[src/rtl/gsm7_pkg.sv]
// ----------------------------------------------------------------------------
// gsm7_pkg
// Shared constants, types and lookup functions for the GSM 7-bit decoder.
// ----------------------------------------------------------------------------
package gsm7_pkg;

  localparam int unsigned CodeWidth = 8;
  localparam int unsigned CharWidth = 16;

  localparam logic [CodeWidth-1:0] CODE_ESC = 8'h1B;
  localparam logic [CodeWidth-1:0] CODE_END = 8'hFF;

  typedef struct packed {
    logic                 valid;
    logic [CharWidth-1:0] char;
  } result_t;

  // Default alphabet, codes 0x00..0x7F. Codes that are not listed map to
  // themselves.
  function automatic logic [CharWidth-1:0] base_lookup(input logic [6:0] c);
    logic [CharWidth-1:0] u;
    u = {9'h000, c};
    unique case (c)
      7'h00: u = 16'h0040;
      7'h01: u = 16'h00A3;
      7'h02: u = 16'h0024;
      7'h03: u = 16'h00A5;
      7'h04: u = 16'h00E8;
      7'h05: u = 16'h00E9;
      7'h06: u = 16'h00F9;
      7'h07: u = 16'h00EC;
      7'h08: u = 16'h00F2;
      7'h09: u = 16'h00C7;
      7'h0A: u = 16'h000A;
      7'h0B: u = 16'h00D8;
      7'h0C: u = 16'h00F8;
      7'h0D: u = 16'h000D;
      7'h0E: u = 16'h00C5;
      7'h0F: u = 16'h00E5;
      7'h10: u = 16'h0394;
      7'h11: u = 16'h005F;
      7'h12: u = 16'h03A6;
      7'h13: u = 16'h0393;
      7'h14: u = 16'h039B;
      7'h15: u = 16'h03A9;
      7'h16: u = 16'h03A0;
      7'h17: u = 16'h03A8;
      7'h18: u = 16'h03A3;
      7'h19: u = 16'h0398;
      7'h1A: u = 16'h039E;
      7'h1B: u = 16'h0020;
      7'h1C: u = 16'h00C6;
      7'h1D: u = 16'h00E6;
      7'h1E: u = 16'h00DF;
      7'h1F: u = 16'h00C9;
      7'h24: u = 16'h00A4;
      7'h40: u = 16'h00A1;
      7'h5B: u = 16'h00C4;
      7'h5C: u = 16'h00D6;
      7'h5D: u = 16'h00D1;
      7'h5E: u = 16'h00DC;
      7'h5F: u = 16'h00A7;
      7'h60: u = 16'h00BF;
      7'h7B: u = 16'h00E4;
      7'h7C: u = 16'h00F6;
      7'h7D: u = 16'h00F1;
      7'h7E: u = 16'h00FC;
      7'h7F: u = 16'h00E0;
      default: u = {9'h000, c};
    endcase
    return u;
  endfunction

  // Extension table, the code after an escape. valid low: no entry.
  function automatic result_t ext_lookup(input logic [CodeWidth-1:0] c);
    result_t r;
    r.valid = 1'b1;
    r.char  = 16'h0000;
    unique case (c)
      8'h0A: r.char = 16'h000C;
      8'h14: r.char = 16'h005E;
      8'h28: r.char = 16'h007B;
      8'h29: r.char = 16'h007D;
      8'h2F: r.char = 16'h005C;
      8'h3C: r.char = 16'h005B;
      8'h3D: r.char = 16'h007E;
      8'h3E: r.char = 16'h005D;
      8'h40: r.char = 16'h007C;
      8'h65: r.char = 16'h20AC;
      8'h1B: r.char = 16'h0020;
      default: r.valid = 1'b0;
    endcase
    return r;
  endfunction

endpackage

[src/rtl/gsm7_decode.sv]
// ----------------------------------------------------------------------------
// gsm7_decode
// Table decode of one code plus the escape and end-of-message state.
// ----------------------------------------------------------------------------
module gsm7_decode (
  input  logic                           clk_i,
  input  logic                           rst_ni,
  input  logic                           advance_i,
  input  logic [gsm7_pkg::CodeWidth-1:0] code_i,
  input  logic                           start_of_message_i,
  output gsm7_pkg::result_t              result_o
);

  logic escape_q, escape_d;
  logic ended_q, ended_d;
  logic esc_cur, end_cur;
  gsm7_pkg::result_t ext;

  assign ext = gsm7_pkg::ext_lookup(code_i);

  always_comb begin
    // start of message clears both flags before the byte is decoded
    esc_cur       = escape_q & ~start_of_message_i;
    end_cur       = ended_q & ~start_of_message_i;
    escape_d      = esc_cur;
    ended_d       = end_cur;
    result_o      = '0;
    if (end_cur) begin
      result_o = '0;
    end else if (esc_cur) begin
      escape_d = 1'b0;
      result_o = ext;
    end else if (code_i == gsm7_pkg::CODE_ESC) begin
      escape_d = 1'b1;
    end else if (code_i == gsm7_pkg::CODE_END) begin
      ended_d = 1'b1;
    end else begin
      result_o.valid = 1'b1;
      result_o.char  = code_i[7] ? {8'h00, code_i}
                                 : gsm7_pkg::base_lookup(code_i[6:0]);
    end
  end

  always_ff @(posedge clk_i or negedge rst_ni) begin
    if (!rst_ni) begin
      escape_q <= 1'b0;
      ended_q  <= 1'b0;
    end else if (advance_i) begin
      escape_q <= escape_d;
      ended_q  <= ended_d;
    end
  end

endmodule

[src/rtl/gsm7_out_reg.sv]
// ----------------------------------------------------------------------------
// gsm7_out_reg
// Result register with valid/stall handshake toward the consumer.
// ----------------------------------------------------------------------------
module gsm7_out_reg (
  input  logic                           clk_i,
  input  logic                           rst_ni,
  input  logic                           load_i,
  input  gsm7_pkg::result_t              result_i,
  output logic                           ready_o,
  output logic                           out_valid_o,
  input  logic                           out_stall_i,
  output logic [gsm7_pkg::CharWidth-1:0] unicode_char_o
);

  logic                           valid_q, valid_d;
  logic [gsm7_pkg::CharWidth-1:0] char_q, char_d;

  // can take a new result when empty or when the held one leaves now
  assign ready_o = ~valid_q | ~out_stall_i;

  always_comb begin
    valid_d = valid_q & out_stall_i;
    char_d  = char_q;
    if (load_i && ready_o) begin
      valid_d = result_i.valid;
      char_d  = result_i.char;
    end
  end

  always_ff @(posedge clk_i or negedge rst_ni) begin
    if (!rst_ni) begin
      valid_q <= 1'b0;
    end else begin
      valid_q <= valid_d;
    end
  end

  always_ff @(posedge clk_i) begin
    char_q <= char_d;
  end

  assign out_valid_o    = valid_q;
  assign unicode_char_o = char_q;

endmodule

[src/rtl/gsm_7bit_to_unicode_decoder.sv]
// ----------------------------------------------------------------------------
// gsm_7bit_to_unicode_decoder
// GSM 03.38 default alphabet (unpacked) to UCS-2 decoder with escape table.
// ----------------------------------------------------------------------------
// Result path: input reg, then result reg.
// One byte per cycle unless stalled; an output stall reaches in_stall_o combinationally.
// Bytes that decode to nothing (escape, end, after end, no ext entry) produce no result.
// Reset: asynchronous, active low; clears valids, escape and end-of-message.
module gsm_7bit_to_unicode_decoder (
  input  logic                           clk_i,
  input  logic                           rst_ni,
  input  logic                           in_valid_i,
  output logic                           in_stall_o,
  input  logic [gsm7_pkg::CodeWidth-1:0] code_i,
  input  logic                           start_of_message_i,
  output logic                           out_valid_o,
  input  logic                           out_stall_i,
  output logic [gsm7_pkg::CharWidth-1:0] unicode_char_o
);

  logic                           in_vld_q;
  logic [gsm7_pkg::CodeWidth-1:0] code_q;
  logic                           som_q;
  logic                           out_ready;
  logic                           advance;
  gsm7_pkg::result_t              result;

  assign advance    = in_vld_q & out_ready;
  assign in_stall_o = in_vld_q & ~out_ready;

  always_ff @(posedge clk_i or negedge rst_ni) begin
    if (!rst_ni) begin
      in_vld_q <= 1'b0;
    end else if (!in_stall_o) begin
      in_vld_q <= in_valid_i;
    end
  end

  always_ff @(posedge clk_i) begin
    if (in_valid_i && !in_stall_o) begin
      code_q <= code_i;
      som_q  <= start_of_message_i;
    end
  end

  gsm7_decode u_decode (
    .clk_i,
    .rst_ni,
    .advance_i          (advance),
    .code_i             (code_q),
    .start_of_message_i (som_q),
    .result_o           (result)
  );

  gsm7_out_reg u_out_reg (
    .clk_i,
    .rst_ni,
    .load_i         (advance),
    .result_i       (result),
    .ready_o        (out_ready),
    .out_valid_o,
    .out_stall_i,
    .unicode_char_o
  );

endmodule

[config.mk]
export PLATFORM = sky130hd
export DESIGN_NAME = gsm_7bit_to_unicode_decoder
export DESIGN_NICKNAME = d
export VERILOG_FILES = /design/src/rtl/gsm7_pkg.sv /design/src/rtl/gsm7_decode.sv /design/src/rtl/gsm7_out_reg.sv /design/src/rtl/gsm_7bit_to_unicode_decoder.sv
export SDC_FILE = /design/constraint.sdc
export NUM_CORES = 1
export LEC_CHECK = 0
export ABC_AREA = 1
export BUFFER_PORTS_ARGS = -buffer_cell sky130_fd_sc_hd__buf_2
export CORE_UTILIZATION = 30
export DETAILED_ROUTE_END_ITERATION = 7
export SETUP_SLACK_MARGIN = 0.3
export SLEW_MARGIN = 10
export SYNTH_ARGS = -nofsm -noshare
export SYNTH_HDL_FRONTEND = slang
export SYNTH_SLANG_ARGS = --single-unit
[constraint.sdc]
create_clock -name clk_i -period 3.2 [get_ports clk_i]
set_input_delay 0.48 -clock clk_i [delete_from_list [all_inputs] [get_ports clk_i]]
set_output_delay 0.48 -clock clk_i [all_outputs]
set_load 0.02 [all_outputs]
==> results of run 1 <==
## registers in the layout, summed over array words and instances (netlist names)
signal                    count
u_out_reg.unicode_char_o     10
code_q                        8
in_vld_q                      1
som_q                         1
u_decode.ended_q              1
u_decode.escape_q             1
u_out_reg.out_valid_o         1
## worst paths after layout
path                                                 start                                   endpoint  slack (ns)  cells past startpoint
setup reg to reg                       code_q[6]$_DFFE_PP_  u_out_reg.unicode_char_o[1]$_SDFFCE_PP0P_        0.77                     13
max in group asynchronous                           rst_ni            u_out_reg.out_valid_o$_DFF_PN0_        3.07                      1
hold / removal                                      rst_ni               u_decode.ended_q$_DFFE_PN0P_      0.0006                      1
setup / recovery                       code_q[6]$_DFFE_PP_  u_out_reg.unicode_char_o[1]$_SDFFCE_PP0P_        0.77                     13
min in group clk_i                               code_i[5]                        code_q[5]$_DFFE_PP_        0.38                      1
hold reg to reg            u_out_reg.out_valid_o$_DFF_PN0_            u_out_reg.out_valid_o$_DFF_PN0_        0.53                      2
## Yosys cell counts, drive strengths merged
library cell,number,area share
o41ai,1,0.0038
edfxtp,19,0.25
nor3,5,0.011
o211ai,1,0.0033
nand2,135,0.23
o32ai,1,0.0038
a21oi,12,0.028
and2,1,0.0027
buf,11,0.032
inv,37,0.061
o21ai,8,0.017
dfrtp,4,0.044
a22oi,1,0.0033
o31ai,3,0.0098
o22ai,1,0.0027
nand3,33,0.078
conb,1,0.0016
nor2,113,0.20
nand4,7,0.019
## cells by family after synthesis
group | count (synthesis)
and+or+nand+nor | 294
buffers and inverters | 48
AOI/OAI and AO/OA | 28
DFF | 23
other | 1
## critical path: stages, from the launching register on
cell	delay, ns
edfxtp_1	0.59
inv_2	0.12
nand3_1	0.27
nor2_1	0.13
inv_1	0.11
nand2_1	0.05
nor2_1	0.09
nand2_1	0.07
nor2_2	0.17
nand3_4	0.15
nand2_4	0.14
nand2_1	0.11
nand3_1	0.08
a21oi_1	0.07
## per-layer routing
metal  track usage  vias up  wire [µm]  part of all wire
li1              -     1295          -                 -
met1         0.250     1113       3070              0.44
met2         0.284      142       2840              0.41
met3        0.0342       35        554             0.080
met4         0.120        0        469             0.068
met5             0        -          0                 0
## power by group through the flow
stage	combinational, mW	sequential, mW	clock [mW]
3_5_place_dp	0.386	0.439	0
5_1_grt	0.441	0.442	0.196
3_3_place_gp	0.387	0.437	0
4_1_cts	0.387	0.432	0.185
2_1_floorplan	0.240	0.481	0
6_report	0.390	0.432	0.181
## placed cells by master (no fill, tap or decap), types with 2 or more instances in the layout
| master | synthesis | routed |
|---|---|---|
| conb_1 | 1 | 5 |
| nand2_2 | 6 | 6 |
| inv_2 | 5 | 5 |
| nand2_4 | 2 | 2 |
| o31ai_1 | 3 | 3 |
| nor2_1 | 105 | 105 |
| o21ai_0 | 8 | 8 |
| edfxtp_1 | 19 | 19 |
| nand4_1 | 7 | 7 |
| nand3_1 | 32 | 32 |
| nand2_1 | 127 | 127 |
| inv_1 | 32 | 32 |
| nor3_1 | 5 | 5 |
| clkbuf_8 | 0 | 3 |
| a21oi_1 | 11 | 11 |
| buf_2 | 2 | 25 |
| nor2_2 | 7 | 7 |
| dfrtp_1 | 4 | 4 |
## layout make-up
class	instances	area, µm²
clock buffers	4	45.0
fillers	789	4800
inverters	37	139
multi-input cells	327	1420
flip-flops and latches	23	671
well taps	99	124
repair buffers	25	125
## metrics by stage
stage	cell area, µm²	utilization	cells	setup slack (ns)
after global placement	2480	0.338	511	0.729
final	2530	0.345	515	0.772
after floorplan	2310	-	398	1.33
after detailed placement	2480	0.338	511	0.827
after global routing	2530	0.345	515	0.537
after CTS	2530	0.345	515	0.818
==> results.md, run 1 <==
* CP max FO at 9
* Layout cell share with drive strength beyond 1 at 0.123
* DRT Pass-1 Iters at 5
* Synthesis Warnings at 0
* Drc violations at 0
* Status: completed
* Hold Buf Count CTS at 0
* Die footprint at 7990 µm²
* Post-synth cell types at 28
* WS Path Type: reg -> reg
* CTS resizes at 0
* Synth Area in Simple Gates at 0.541
* Placer Congestion at 0.998
* Clock slew at reported path FFs at around 0.08 ns
* Mapped Area at 2290 µm²
* Maximum resistive drop on vdd at 185 µV
* Final Power at 1.00 mW
* NetSw at 403 µW
* Adder-cell share of the synthesized area at 0
* Leakage at 1.35 nW
* Initial antenna violation count at 0
* Clock Root Buffer: clkbuf_8
* Iter 0 DRT Violations at 309
* Via count at between 2000 and 3000
* Vias in the first global route at 2338
* Crit end category: flop
* Crit share post-route at 0.759
* Buffers on Ports at 25
* Clock power share at 0.181
* Overall Global Routing Usage at 0.189
* Clk_skew at 0.00784 ns
* CTS sink count at 23
* Switching Share at 0.401
* Crit path arrival time at between 2 and 2.5 ns
* Comb power frac at 0.389
* Worst-case clock buffer depth at 2
* Number of CTS-inserted buffers at 3
* Clk_lat worst skew at 0.27 ns
* Flop and latch count out of synthesis at 23
* Critical path launch point type: flop
* Pins Over Slew Limit at 0
* Layout area overhead at 10.3%
* Pwr per Cell Area at between 300 and 400 nW/µm²
* Largest net degree at the start of global routing at 17
* Core ar. at around 7300 µm²
* Internal power at 601 µW
* Final TNS setup at 0 ns
* Setup bufs post-CTS at 0
* CTS tree: built
* Tmin final at 2.43 ns
* Detailed placer's ending HPWL at between 5000 and 6000 µm
* Die W at between 80 and 90 µm
* RSZ-0062 raised after global routing: no
* Least-Margin Pin Slew at 0.574 ns
* Hold slack at slightly below 0.0006 ns
* Post-synthesis compound-gate area fraction at 0.0721
* Post-Synthesis Cells at 394
* Finish-stage setup viols at 0
* DR vias/cell at around 5.0
* CTS H-tree depth at 1
* Largest family of logic cells by synthesized area: simple AND/OR/NAND/NOR gates
* Grt ovf at 0
* Sequential area share after synthesis at 0.293
* Starting density of the core at 0.313
* Die height at 89.4 µm
* Fin nets at 430
* Worst path required time at about 3.2 ns
* Ant diodes at 0
* Highest clock rate at between 0.4 and 0.5 GHz
* Ports at 31
* Wire per inst at 13.5 µm
* Headroom to the max-slew limit at 0.616
* Flop pwr share at 0.431
* Max Cap Viol at 0
* First-pass GRT wire length at 11200 µm
* Worst Hold Class: in -> async
* Mux cell area share after synthesis at 0
* Final WL at 6930 µm
* Synthesized area per cell at 5.81 µm²
* Area share of xor/xnor cells in the synthesized design at 0
* Std cell rows at 31
* Detail Route Antenna Nets at 0
* Fin. Hold Viols at 0
No activity file was read; power rests on OpenSTA's default activity.
==> inputs of run 2 (changes only) <==
--- a/config.mk
+++ b/config.mk
@@ -5,7 +5,7 @@
 export SDC_FILE = /design/constraint.sdc
 export NUM_CORES = 1
 export LEC_CHECK = 0
-export ABC_AREA = 1
+export ABC_AREA = 0
 export BUFFER_PORTS_ARGS = -buffer_cell sky130_fd_sc_hd__buf_2
 export CORE_UTILIZATION = 30
 export DETAILED_ROUTE_END_ITERATION = 7
==> constraint.sdc (replaced) <==
create_clock -name clk_i -period 2.3 [get_ports clk_i]
set_input_delay 0.345 -clock clk_i [delete_from_list [all_inputs] [get_ports clk_i]]
set_output_delay 0.345 -clock clk_i [all_outputs]
set_load 0.02 [all_outputs]
==> run 2 against run 1 <==
Against the previous run: the flow now finishes with violations (negative setup slack); total power increased by 30%; synthesized cell count shrank 27%; non-clock buffer count increased by 99; largest cell class unchanged; area after synthesis rose by 4.6%; register-to-register slack worse by 0.92 ns; final cell count shrank 5.2%; hold slack improved by 0.25 ns; first-iteration DRC count down 25%; combinational power rose by 41%; highest routed layer unchanged; flip-flop and latch count unchanged; sequential power is 18% higher.
==> results.md, run 2 <==
* Status: finished with violations
* Violated checks: negative setup slack
* Layout area overhead at 45.1%
* Clk_lat worst skew at 0.26 ns (about the same)
* DR vias/cell at 5.67 (+13%)
* Fin nets at 400 (-7.0%)
* CP max-delay cell: edfxtp_1
* Clock slew at reported path FFs at 0.08 ns (about the same)
* Largest net degree at the start of global routing at 17 (unchanged)
* Post-synth top area share at 0.238 (-0.0110)
* Wire per inst at 16.4 µm (+22%)
* DRT Pass-1 Iters at 5 (unchanged)
* CP most frequent cell: buf_4
* Starting density of the core at 0.310 (-0.00228)
* Placed Cells at 474 (-7.2%)
* Comb power frac at 0.421 (+0.032)
* Number of CTS-inserted buffers at 3 (unchanged)
* Crit path arrival time at 2.46 ns (+0.03 ns)
* First-pass GRT wire length at 13000 µm (+16%)
* Maximum resistive drop on vdd at 228 µV (+23%)
* Worst Hold Endpoint: code_q[6]$_DFFE_PP_
* Detail Route Antenna Nets at 0 (unchanged)
* Die footprint at 8350 µm² (+4.5%)
* Critical path launch point type: flop
* Via count at 2766 (+7.0%)
* CTS tree: built
* Crit share post-route at 1.06 (+0.304)
* Final worst slack at -0.144 ns (-0.916 ns)
* Die height at 91.4 µm (+2.2%)
* Finish-stage setup viols at 8 (+8)
* Hold Path Depth at 1
* Ports at 31 (unchanged)
* Tmin final at 2.44 ns (+0.0164 ns)
* NetSw at 439 µW (+9.1%)
* Placer Congestion at 0.929 (-6.8%)
* Fin. Hold Viols at 0 (unchanged)
* Clk_skew at 0.00138 ns (-0.00646 ns)
* Grt ovf at 0 (unchanged)
* Commonest non-fill, non-tap cell in the layout: buf_4
* Worst path bufs/invs at 3 (+1)
* R2r setup slk at -0.14 ns (-0.92 ns)
* Max Cap Viol at 0 (unchanged)
* Leakage at 1.39 nW (+3.4%)
* Most frequent cells in the layout: buf_4, buf_2, edfxtp_1, nor2_1, a21oi_1
* Final WL at 8020 µm (+16%)
* CTS H-tree depth at 1 (unchanged)
* Clock power share at 0.190 (+0.009)
* CP max FO at 14 (+5)
* Worst hold start: code_i[6]
* Vias in the first global route at 2557 (+9.4%)
* Reg2reg end: u_out_reg.unicode_char_o[6]$_SDFFCE_PP0P_
* Std cell rows at 32 (+3.2%)
* CTS sink count at 23 (unchanged)
* Core ar. at 7730 µm² (+5.4%)
* Detailed placer's ending HPWL at 6300 µm (+8.8%)
* Non-Filler Instances at 488 (-5.2%)
* Worst-case clock buffer depth at 2 (unchanged)
* Synthesized area per cell at 8.32 µm² (+43%)
* Worst path top cell family by delay: compound AO/OA/AOI/OAI gates
* Flop pwr share at 0.389 (-0.042)
* Max incr delay on CP at 0.48 ns (-0.11 ns)
* Worst Hold Class: in -> reg
* Mapped Area at 2400 µm² (+4.6%)
* Switching Share at 0.336 (-0.0654)
* Final core utilization at 0.450 (+0.106)
* Flop and latch count out of synthesis at 23 (unchanged)
* Clock Root Buffer: clkbuf_8
* Post-synth EDFFs at 19 (unchanged)
* Initial antenna violation count at 0 (unchanged)
* Worst r2r path cells at 9 (-4)
* Buffers on Ports at 25 (unchanged)
* Die W at 91.4 µm (+2.2%)
* Highest clock rate at 0.409 GHz (-0.67%)
* Most common cell in the synthesized netlist: buf_2
* Overall Global Routing Usage at 0.194 (+0.00429)
* R2R Path Start: code_q[0]$_DFFE_PP_
* Pwr per Cell Area at 376 nW/µm² (-5.3%)
* Most used DFF post-synth: edfxtp_1
* Internal power at 869 µW (+45%)
* WS Path Type: reg -> reg
* FILL cells at 769 (-2.5%)
* Placed cell area at 3170 µm² (+28%)
* Crit path cell chain: buf_4, nand3b_1, a21o_1, o21ai_2, nor4_4, a31oi_4, buf_12, buf_4, o311a_1
* Pins Over Slew Limit at 0 (unchanged)
* RSZ-0062 raised after global routing: yes
* Post-synth cell types at 75 (+170%)
* Sequential area share after synthesis at 0.280 (-0.0130)
* Post-Synthesis Cells at 288 (-27%)
* Fin area at 3480 µm² (+38%)
* Area leader, netlist: edfxtp_1
* Max FFs per register at 10 (unchanged)
* Layout cell share with drive strength beyond 1 at 0.420 (+0.297)
* Ant diodes at 0 (unchanged)
* Crit end category: flop
* Drc violations at 0 (unchanged)
* Iter 0 DRT Violations at 231 (-25%)
* FFs w/ async S/R, synth at 0.174 (unchanged)
* Worst path required time at 2.32 ns (-0.89 ns)
* Synth cell count leaders: buf_2, nor2_1, edfxtp_1, a21oi_1, o21ai_0
* Final Power at 1.31 mW (+30%)
* Synthesis Warnings at 0 (unchanged)
* Synth area leaders: edfxtp_1, buf_2, dfrtp_1
## run 2: cell types whose count changed after synthesis, sizes merged, moves of 6 or more
cell    previous run  this run
nand2            135        15
nor2             113        20
inv               37         3
buf               11        31
nand3             33        13
nand2b             0        14
o21ai              8        21
o22ai              1         9
nor4               0         7
a21oi             12        18
nand4b             0         6
nor2b              0         6
## run 2: per-stage QoR
| step | TNS [ns] | hold slack, ns | setup slack (ns) |
|---|---|---|---|
| 6_report | -0.884 | 0.251 | -0.144 |
| 2_1_floorplan | 0 | 0.0494 | 0.0335 |
| 4_1_cts | -0.847 | 0.246 | -0.143 |
| 3_5_place_dp | -2.03 | 0.159 | -0.302 |
| 5_1_grt | -1.82 | 0.241 | -0.274 |
| 3_3_place_gp | -1.37 | 0.154 | -0.193 |
## run 2: area by class of cell
class                   count  area (µm²)  area share
multi-input cells         232        1700       0.489
repair buffers            124         922       0.265
flip-flops and latches     23         671       0.193
well taps                 102         128      0.0367
clock buffers               4        45.0      0.0129
inverters                   3        11.3     0.00324
## run 2: worst register-to-register path: stages (launching register included)
cell	delay, ns
edfxtp_1	0.48
buf_4	0.25
nand3b_1	0.15
a21o_1	0.16
o21ai_2	0.07
nor4_4	0.33
a31oi_4	0.13
buf_12	0.16
buf_4	0.14
o311a_1	0.32
## run 2: power groups by stage
stage	logic, mW	registers (mW)	clock network (mW)
4_1_cts	0.532	0.509	0.255
3_3_place_gp	0.484	0.517	0
2_1_floorplan	0.271	0.541	0
3_5_place_dp	0.487	0.518	0
6_report	0.551	0.509	0.249
5_1_grt	0.589	0.514	0.268
## run 2: repair_timing
item,CTS,global route
pin swaps,7,3
hold buffers,1,0
setup endpoints to repair,10,10
endpoints found under the hold margin,4,0
setup buffers,6,3
gates resized for setup,28,10
## run 2: layer usage
| layer | GRT usage | up-vias | routed length (µm) | share of wire |
|---|---|---|---|---|
| met5 | 0 | - | 0 | 0 |
| met4 | 0.0675 | 0 | 232 | 0.029 |
| met3 | 0.0310 | 23 | 461 | 0.057 |
| met2 | 0.325 | 139 | 3850 | 0.48 |
| met1 | 0.250 | 1304 | 3480 | 0.43 |
| li1 | - | 1300 | - | - |
## run 2: worst max path at each step
stage,start,endpoint,depth (start not counted)
after floorplan,code_q[1]$_DFFE_PP_,u_out_reg.unicode_char_o[4]$_SDFFCE_PP0P_,7
after global placement,code_q[2]$_DFFE_PP_,u_out_reg.unicode_char_o[5]$_SDFFCE_PP0P_,7
after detailed placement,code_q[2]$_DFFE_PP_,u_out_reg.unicode_char_o[2]$_SDFFCE_PP0P_,7
after CTS,code_q[0]$_DFFE_PP_,u_out_reg.unicode_char_o[2]$_SDFFCE_PP0P_,8
after global routing,code_q[4]$_DFFE_PP_,u_out_reg.unicode_char_o[2]$_SDFFCE_PP0P_,9
final,code_q[0]$_DFFE_PP_,u_out_reg.unicode_char_o[6]$_SDFFCE_PP0P_,9
## run 2: kinds of logic (layout without fill, tap and decap cells)
kind of cell | count (synthesis) | in the layout | share of synthesized area
AOI/OAI and AO/OA | 97 | 97 | 0.293
xor gates and xnor gates | 4 | 4 | 0.0146
buffers and inverters | 37 | 131 | 0.0866
DFF | 23 | 23 | 0.280
muxes | 6 | 6 | 0.0256
other | 1 | 5 | 0.00156
and+or+nand+nor | 120 | 120 | 0.299
